### src/rtl/segx_pkg.sv
// ----------------------------------------------------------------------------
// segx_pkg: shared widths and codes for the segment intersection pipeline
// Holds the coordinate width, the widths that follow from it and the status
// codes used by the interfaces and the datapath modules.
// ----------------------------------------------------------------------------
package segx_pkg;

	// Coordinate width and the widths of the line-equation terms.
	localparam int COORD_WIDTH = 16;
	localparam int CW  = COORD_WIDTH;
	localparam int LW  = CW + 1;          // line coefficients a and b
	localparam int PW  = 2 * CW;          // coordinate products
	localparam int CPW = 2 * CW + 1;      // line constant c
	localparam int TW  = 2 * CW + 1;      // coefficient times coordinate
	localparam int SW  = 2 * CW + 3;      // side value
	localparam int DDW = 2 * CW + 2;      // denominator partial products
	localparam int DW  = 2 * CW + 3;      // denominator
	localparam int UW  = LW + CPW;        // numerator partial products
	localparam int NW  = 3 * CW + 3;      // numerator
	localparam int QB  = CW + 1;          // quotient magnitude bits
	localparam int MW  = DW + QB;         // dividend magnitude
	localparam int BPS = 2;               // quotient bits resolved per stage
	localparam int NDS = (QB + BPS - 1) / BPS;
	localparam int DIV_LAT = NDS + 2;     // register depth of the divider

	localparam logic signed [CW-1:0] CMAX = {1'b0, {(CW-1){1'b1}}};
	localparam logic signed [CW-1:0] CMIN = {1'b1, {(CW-1){1'b0}}};

	typedef enum logic [1:0] {
		ST_NONE = 2'd0,
		ST_HIT  = 2'd1,
		ST_COLL = 2'd2
	} status_t;

endpackage

### src/rtl/segx_div.sv
// ----------------------------------------------------------------------------
// segx_div: pipelined rounding divider
// Adds the signed half-denominator offset, divides with truncation toward
// zero by restoring division, two quotient bits per stage, and saturates.
// ----------------------------------------------------------------------------
module segx_div import segx_pkg::*; (
	input  logic                 clk,
	input  logic                 en,
	input  logic signed [NW-1:0] num,
	input  logic signed [DW-1:0] den,
	output logic signed [CW-1:0] quo
);

	logic [DW-1:0]        dabs;
	logic signed [MW-1:0] nsum;
	logic [MW-1:0]        nmag;

	logic [MW-1:0] rem_s  [0:NDS];
	logic [DW-1:0] dmag_s [0:NDS];
	logic [QB-1:0] q_s    [0:NDS];
	logic          neg_s  [0:NDS];
	logic          ovf_s  [0:NDS];
	logic [MW-1:0] rem_nx [0:NDS-1];
	logic [QB-1:0] q_nx   [0:NDS-1];
	logic          ovf_nx [0:NDS-1];
	logic signed [CW-1:0] quo_nx;

	// Rounding offset and magnitudes of the operands.
	always_comb begin
		dabs = den[DW-1] ? DW'(-den) : DW'(den);
		if (num[NW-1])
			nsum = MW'(num) - MW'(signed'({1'b0, dabs[DW-1:1]}));
		else
			nsum = MW'(num) + MW'(signed'({1'b0, dabs[DW-1:1]}));
		nmag = nsum[MW-1] ? MW'(-nsum) : MW'(nsum);
	end

	// Entry register of the divider.
	always_ff @(posedge clk) begin
		if (en) begin
			rem_s[0]  <= nmag;
			dmag_s[0] <= dabs;
			q_s[0]    <= '0;
			neg_s[0]  <= nsum[MW-1] ^ den[DW-1];
			ovf_s[0]  <= 1'b0;
		end
	end

	// Restoring division stages, most significant quotient bits first.
	for (genvar k = 0; k < NDS; k++) begin : g_stage
		always_comb begin
			logic [MW-1:0] r;
			logic [MW-1:0] t;
			logic [QB-1:0] q;
			int            bi;
			r  = rem_s[k];
			q  = q_s[k];
			for (int j = 0; j < BPS; j++) begin
				bi = QB - 1 - k * BPS - j;
				if (bi >= 0) begin
					t = MW'(dmag_s[k]) << bi;
					if (r >= t) begin
						r     = r - t;
						q[bi] = 1'b1;
					end
				end
			end
			rem_nx[k] = r;
			q_nx[k]   = q;
			if (k == 0)
				ovf_nx[k] = rem_s[0] >= (MW'(dmag_s[0]) << QB);
			else
				ovf_nx[k] = ovf_s[k];
		end

		always_ff @(posedge clk) begin
			if (en) begin
				rem_s[k+1]  <= rem_nx[k];
				q_s[k+1]    <= q_nx[k];
				dmag_s[k+1] <= dmag_s[k];
				neg_s[k+1]  <= neg_s[k];
				ovf_s[k+1]  <= ovf_nx[k];
			end
		end
	end

	// Apply the sign and saturate to the coordinate range.
	always_comb begin
		if (neg_s[NDS]) begin
			if (ovf_s[NDS] || (q_s[NDS] > QB'({1'b0, CMIN})))
				quo_nx = CMIN;
			else
				quo_nx = CW'(-q_s[NDS]);
		end else begin
			if (ovf_s[NDS] || (q_s[NDS] > QB'(CMAX)))
				quo_nx = CMAX;
			else
				quo_nx = CW'(q_s[NDS]);
		end
	end

	always_ff @(posedge clk) begin
		if (en)
			quo <= quo_nx;
	end

endmodule

### config.mk
export PLATFORM = sky130hd
export DESIGN_NAME = segx_div
export DESIGN_NICKNAME = d
export VERILOG_FILES = /design/src/rtl/segx_pkg.sv /design/src/rtl/segx_div.sv
export SDC_FILE = /design/constraint.sdc
export NUM_CORES = 2
export LEC_CHECK = 0
export BUFFER_PORTS_ARGS = -buffer_cell sky130_fd_sc_hd__buf_2
export CAP_MARGIN = 10
export CORE_UTILIZATION = 65
export DETAILED_ROUTE_END_ITERATION = 8
export GPL_TIMING_DRIVEN = 1
export HOLD_SLACK_MARGIN = 0.15
export PLACE_DENSITY_LB_ADDON = 0.05
export SKIP_LAST_GASP = 1
export SYNTH_ARGS = -nofsm -noshare
export SYNTH_HDL_FRONTEND = slang
export SYNTH_SLANG_ARGS = --single-unit
### constraint.sdc
create_clock -name clk -period 7.85 [get_ports clk]
set_clock_uncertainty 0.15 [all_clocks]
set_input_delay 0.3925 -clock clk [delete_from_list [all_inputs] [get_ports clk]]
set_output_delay 0.3925 -clock clk [all_outputs]
set_load 0.005 [all_outputs]
Yosys cells after proc, flatten, opt, wreduce, memory -nomap -nowiden:

Memories as Yosys holds them, arrays and structs flattened.
Cells that the tools add are included.

* register bits: 16
* latch bits: 0
* bits in writable memories: 1060
* ROM bits: 0
* input port bits: 88
* output and inout port bits: 16
* memories kept: 5

Memory list
* rem_s: words 10, width 52, read ports 9, clocked after memory_dff 0, write ports 10, line segx_div.sv:18 `logic [MW-1:0] rem_s [0:NDS];`
* dmag_s: words 10, width 35, read ports 9, clocked after memory_dff 0, write ports 10, line segx_div.sv:19 `logic [DW-1:0] dmag_s [0:NDS];`
* q_s: words 10, width 17, read ports 10, clocked after memory_dff 0, write ports 10, line segx_div.sv:20 `logic [QB-1:0] q_s [0:NDS];`
* neg_s: words 10, width 1, read ports 10, clocked after memory_dff 0, write ports 10, line segx_div.sv:21 `logic neg_s [0:NDS];`
* ovf_s: words 10, width 1, read ports 9, clocked after memory_dff 0, write ports 10, line segx_div.sv:22 `logic ovf_s [0:NDS];`

* add/sub/neg operators: 22
* multiply operators: 0
* divide/modulo/power cells: 0
* magnitude comparators: 20
* eq/ne operators: 0
* shift operators: 0
* muxes and demuxes: 42
* bitwise gates (word level): 1
* reductions and logical operators: 2

Operators with widths (number)
* 52-bit two-way mux: 19
* 51-bit by 35-bit adder with 52-bit output: 1
* 52-bit by 35-bit >= comparator with 1-bit output: 1
* 52-bit by 36-bit >= comparator with 1-bit output: 1
* 52-bit by 37-bit >= comparator with 1-bit output: 1
* 52-bit by 38-bit >= comparator with 1-bit output: 1
* 52-bit by 39-bit >= comparator with 1-bit output: 1
* 52-bit by 40-bit >= comparator with 1-bit output: 1
* 52-bit by 41-bit >= comparator with 1-bit output: 1
* 52-bit by 42-bit >= comparator with 1-bit output: 1
* 52-bit by 43-bit >= comparator with 1-bit output: 1
* 52-bit by 44-bit >= comparator with 1-bit output: 1
* 52-bit by 45-bit >= comparator with 1-bit output: 1
* 52-bit by 46-bit >= comparator with 1-bit output: 1
* 52-bit by 47-bit >= comparator with 1-bit output: 1
* 52-bit by 48-bit >= comparator with 1-bit output: 1
* 52-bit by 49-bit >= comparator with 1-bit output: 1
* 52-bit by 50-bit >= comparator with 1-bit output: 1
* 52-bit by 51-bit >= comparator with 1-bit output: 1
* 52-bit >= comparator: 1
* 52-bit negation: 1
* 51-bit by 35-bit subtractor with 52-bit output: 1
* 52-bit by 35-bit subtractor with 52-bit output: 1
* 52-bit by 36-bit subtractor with 52-bit output: 1
* 24 further kinds: 45

Longest topological paths before layout:

* word-level depth: 6
* mapped depth: 32
* mapped depth without buffers: 29

Worst setup path after synthesis:

OpenSTA, ideal clock, no wires.

* kind: register to register
* start: memory rem_s[5][24] in the netlist's numbering
* end: memory rem_s[6][14] in the netlist's numbering, data pin
* library setup time: 260 ps
* arrival time: 6638 ps
* required time: 7440 ps
* setup slack: 802 ps
* cell stages (with the launch flop): 26
* period minus slack after synthesis: 7048 ps
* path through: edfxtp_1 ha_1 clkbuf_1 nand3_1 or4_1 o31ai_1 nor2_1 a22oi_1 buf_2 buf_1 clkbuf_1 a21oi_1 ha_1 and2_1 a221o_1 a221oi_1 o21ai_0 a211oi_1 nor4_1 o221ai_1 a31oi_1 a21o_1 nor4_4 inv_2 buf_2 mux2_2

RTL lines (line)
* from (decl): segx_div.sv:18

==> results.yml <==
global_routing:
  antenna_found_initial: 4
  global_route.usage.total: 0.382
  pin_count_of_the_biggest_net_entering_global_routing: 191
  grt_first_pass_wirelength_um: 353000
  grt_overflow: 0
  first_global_vias: 63400
die:
  start_util: 0.655
  top_level_ports: 104
  core_area_um2: 116000
  die_width_um: 344
  dieArea_um2: 118000
  floorplan.rows: 125
  fp.dieH_um: 344
pwr:
  vdd_drop_max_mv: 0.515
  total_power_mw: 43.8
  netSwitchingFraction: 0.464
  seq_power_share: 0.207
  switching_power_mw: 20.3
  cellPowerDensity_nw_per_um2: 526
  clkPwrFrac: 0.114
  p_int_mw: 23.4
  power.share.combinational: 0.679
  p_leak_nw: 34.1
drt:
  drt_drc_violations_left: 0
  route.final.wire_length_um: 232000
  route.vias.total: 66300
  drt-pass1-iter-count: 6
  drt-initial-drc-count: 5921
  post_drt_via_cell_ratio: 6.56
  drt.antenna.violating_nets: 0
  drt-wirelength-per-cell_um: 22.9
sta:
  slew-limit-headroom: 0.183
  post-route-worst-setup-slack_ps: 207
  final.period_utilization: 0.974
  timing.final.hold_violations: 0
  setup-violations-final: 0
  actual_transition_at_the_worst_max_transition_pin_ps: 1200
  finalMaxSlewViolations: 0
  maximum_operating_frequency_mhz: 131
  totalNegativeSetupSlack_ps: 0
  grt_setup_unrepaired: "false"
  final.min_clock_period_ps: 7640
setup_path:
  worst_setup_path_start_kind: "flop"
  worstPathBufferInverterCount: 5
  rrSetupSlack_ps: 210
  rr_endpoint: "rem_s[4][51]"
  critPathTopFamily: "simple AND/OR/NAND/NOR gates"
  critPathMostFrequentCell: "sky130_fd_sc_hd__buf_4"
  worstRegToRegCells: 26
  timing.rr.start: "dmag_s[3][34]"
  crit_required_ps: 8240
  worst_ep_arrival_time_ps: 8040
  kind_of_end_point_of_the_critical_path: "flop"
  crit_path_top_delay_cell: "sky130_fd_sc_hd__edfxtp_1"
  crit_fanout: 7
  crit_type: "reg -> reg"
  worst_path_largest_cell_delay_ps: 530
synthesis:
  yosys.area.top_type: "sky130_fd_sc_hd__edfxtp_1"
  synthArstFlopShare: 0
  postSynth.topFlopCell: "sky130_fd_sc_hd__edfxtp_1"
  yosys-top-cells-area: "sky130_fd_sc_hd__edfxtp_1 (36%), sky130_fd_sc_hd__ha_1 (11%), sky130_fd_sc_hd__a21oi_1 (5.6%), sky130_fd_sc_hd__xnor2_1 (5.5%), sky130_fd_sc_hd__o21ai_0 (3.4%)"
  yosysWarningCount: 0
  synthesis.area_um2: 76100
  ys_ff_latch: 907
  yosysTopAreaCellShare: 0.358
  synth_sequential_area_ratio: 0.358
  synth_cell_type_count: 111
  synth_edf_count: 907
  syn_nets: 9091
  synth.top_cells.by_count: "sky130_fd_sc_hd__edfxtp_1 (907), sky130_fd_sc_hd__a21oi_1 (848), sky130_fd_sc_hd__ha_1 (685), sky130_fd_sc_hd__nand2_1 (619), sky130_fd_sc_hd__nor2_1 (605)"
  post-synth-top-count-cell: "sky130_fd_sc_hd__edfxtp_1"
  post_synth.cell_area_avg_um2: 9.16
  post_synth_inst_count: 8301
hold_path:
  hold_path_class: "in -> reg"
  hold-path-endpoint: "rem_s[0][47]"
  hold_start: "num[47]"
  number_of_cells_traversed_by_the_worst_hold_path: 4
final_layout:
  post-route-util: 0.716
  filler_cell_count_in_the_final_layout: 8811
  layout-drive-gt1-share: 0.0954
  design_area_um2: 83100
  area_delta_synth_final_pct: 9.30
  finalNetCount: 9292
status:
  run_status: "finished clean"
clock_network:
  worstSkewPairLatency_ps: 760
  cts_root_buf: "sky130_fd_sc_hd__clkbuf_16"
  clock_path_buffers: 3
  clk_transition_reported_paths_ps: 70
  cts.sinks: 907
  tritoncts: "yes"
  cts-buffers-inserted: 99
  cts-htree-levels: 3
place:
  post-place-ws_ps: 175
  post_dp_cell_area_um2: 79200
  place.detailed.hpwl_um: 185000
  io_buffer_count: 103
  gp_congestion: 1.02
flow_run:
  max_cap_violations: 0
-- power by group through the flow --
stage	combinational, mW	sequential, mW	clock, mW
after CTS	29.0	9.00	5.04
after global routing	32.4	9.12	5.22
after global placement	28.1	9.07	0
after floorplan	21.9	8.40	0
final	29.7	9.07	4.99
after detailed placement	28.7	9.08	0
-- worst reg2reg max path, stage by stage (launching register included) --
cell	delay (ps)
sky130_fd_sc_hd__edfxtp_1	530
sky130_fd_sc_hd__inv_1	130
sky130_fd_sc_hd__ha_1	370
sky130_fd_sc_hd__nor2b_1	330
sky130_fd_sc_hd__nand2_1	280
sky130_fd_sc_hd__nor4_1	300
sky130_fd_sc_hd__buf_4	170
sky130_fd_sc_hd__nand4_1	240
sky130_fd_sc_hd__nand3_1	260
sky130_fd_sc_hd__nor3_2	80
sky130_fd_sc_hd__buf_4	190
sky130_fd_sc_hd__inv_1	170
sky130_fd_sc_hd__buf_4	240
sky130_fd_sc_hd__mux2_2	380
sky130_fd_sc_hd__ha_1	350
sky130_fd_sc_hd__and3_1	180
sky130_fd_sc_hd__a221oi_1	440
sky130_fd_sc_hd__nand4bb_1	150
sky130_fd_sc_hd__o2bb2ai_1	350
sky130_fd_sc_hd__o21ai_0	260
sky130_fd_sc_hd__o21a_1	330
sky130_fd_sc_hd__a211oi_1	390
sky130_fd_sc_hd__o21ai_0	130
sky130_fd_sc_hd__a31o_2	290
sky130_fd_sc_hd__nor2_1	250
sky130_fd_sc_hd__nand4_1	170
sky130_fd_sc_hd__xnor2_1	330
-- worst max path at each step --
stage | startpoint | to | slack (ps) | cells past startpoint
floorplan | rem_s[5][24] | rem_s[6][14] | 800 | 25
global placement | dmag_s[6][0] | rem_s[7][26] | 350 | 28
detailed placement | rem_s[7][2] | rem_s[8][33] | 170 | 27
CTS | rem_s[7][2] | rem_s[8][33] | 130 | 27
global route | rem_s[2][12] | rem_s[3][32] | 0.5 | 29
finish | dmag_s[3][34] | rem_s[4][51] | 210 | 26
-- cells by family (layout without fill, tap and decap cells) --
kind of cell	count (synthesis)	after routing	share of synthesized area
other cells	0	3	0
compound gates	2473	2473	0.204
fa+ha+maj	702	702	0.117
simple gates	2478	2478	0.165
buf+inv	823	1107	0.0425
xor+xnor	697	697	0.0803
flops	907	907	0.358
mux	221	221	0.0327
-- placed cells by master (no fill, tap or decap), types with 167 or more instances in the layout --
| master | synthesis | routed |
|---|---|---|
| sky130_fd_sc_hd__xnor2_1 | 474 | 474 |
| sky130_fd_sc_hd__nor2_1 | 605 | 605 |
| sky130_fd_sc_hd__o21ai_0 | 516 | 513 |
| sky130_fd_sc_hd__mux2_2 | 181 | 181 |
| sky130_fd_sc_hd__nor3_1 | 177 | 175 |
| sky130_fd_sc_hd__ha_1 | 685 | 685 |
| sky130_fd_sc_hd__xor2_1 | 223 | 223 |
| sky130_fd_sc_hd__a21o_1 | 321 | 321 |
| sky130_fd_sc_hd__edfxtp_1 | 907 | 907 |
| sky130_fd_sc_hd__inv_1 | 566 | 566 |
| sky130_fd_sc_hd__nand3_1 | 174 | 173 |
| sky130_fd_sc_hd__nand2_1 | 619 | 619 |
| sky130_fd_sc_hd__buf_4 | 14 | 188 |
| sky130_fd_sc_hd__nand4_1 | 167 | 167 |
| sky130_fd_sc_hd__a21oi_1 | 848 | 847 |
-- routing by layer --
layer	vias to the layer above	GRT usage	routed length, um
li1	31300	-	-
met2	2888	0.646	109000
met3	737	0.0694	17100
met5	-	0.0100	228
met4	10	0.244	16500
met1	31300	0.446	88600
-- area by class of cell --
type | count | area (um^2) | area share
diodes | 3 | 7.51 | 0.0000903
clock buffers | 111 | 2520 | 0.0303
clock inverters | 73 | 942 | 0.0113
inverters | 575 | 2160 | 0.0260
multi-input cells | 6571 | 45700 | 0.550
flip-flops and latches | 907 | 27200 | 0.328
well taps | 1524 | 1910 | 0.0229
repair buffers | 348 | 2660 | 0.0320
-- stage by stage --
step	cells	hold WS, ps
3_5_place_dp	9883	255
6_report	10100	201
2_1_floorplan	8301	250
5_1_grt	10100	211
3_3_place_gp	9883	250
4_1_cts	10100	169
-- registers in the layout, indices dropped and copies added, names as in the netlist --
register and count:
q_s 89, dmag_s 315, rem_s 468, quo 16, neg_s 10, ovf_s 9
-- timing repair --
item                                    in CTS  in global routing
hold buffers                                40                  0
gates resized for setup                      0                 17
endpoints found under the hold margin      109                  0
endpoints found under the setup margin       0                183
buffers inserted                             0                  2
(Power assumes the default switching activity.)
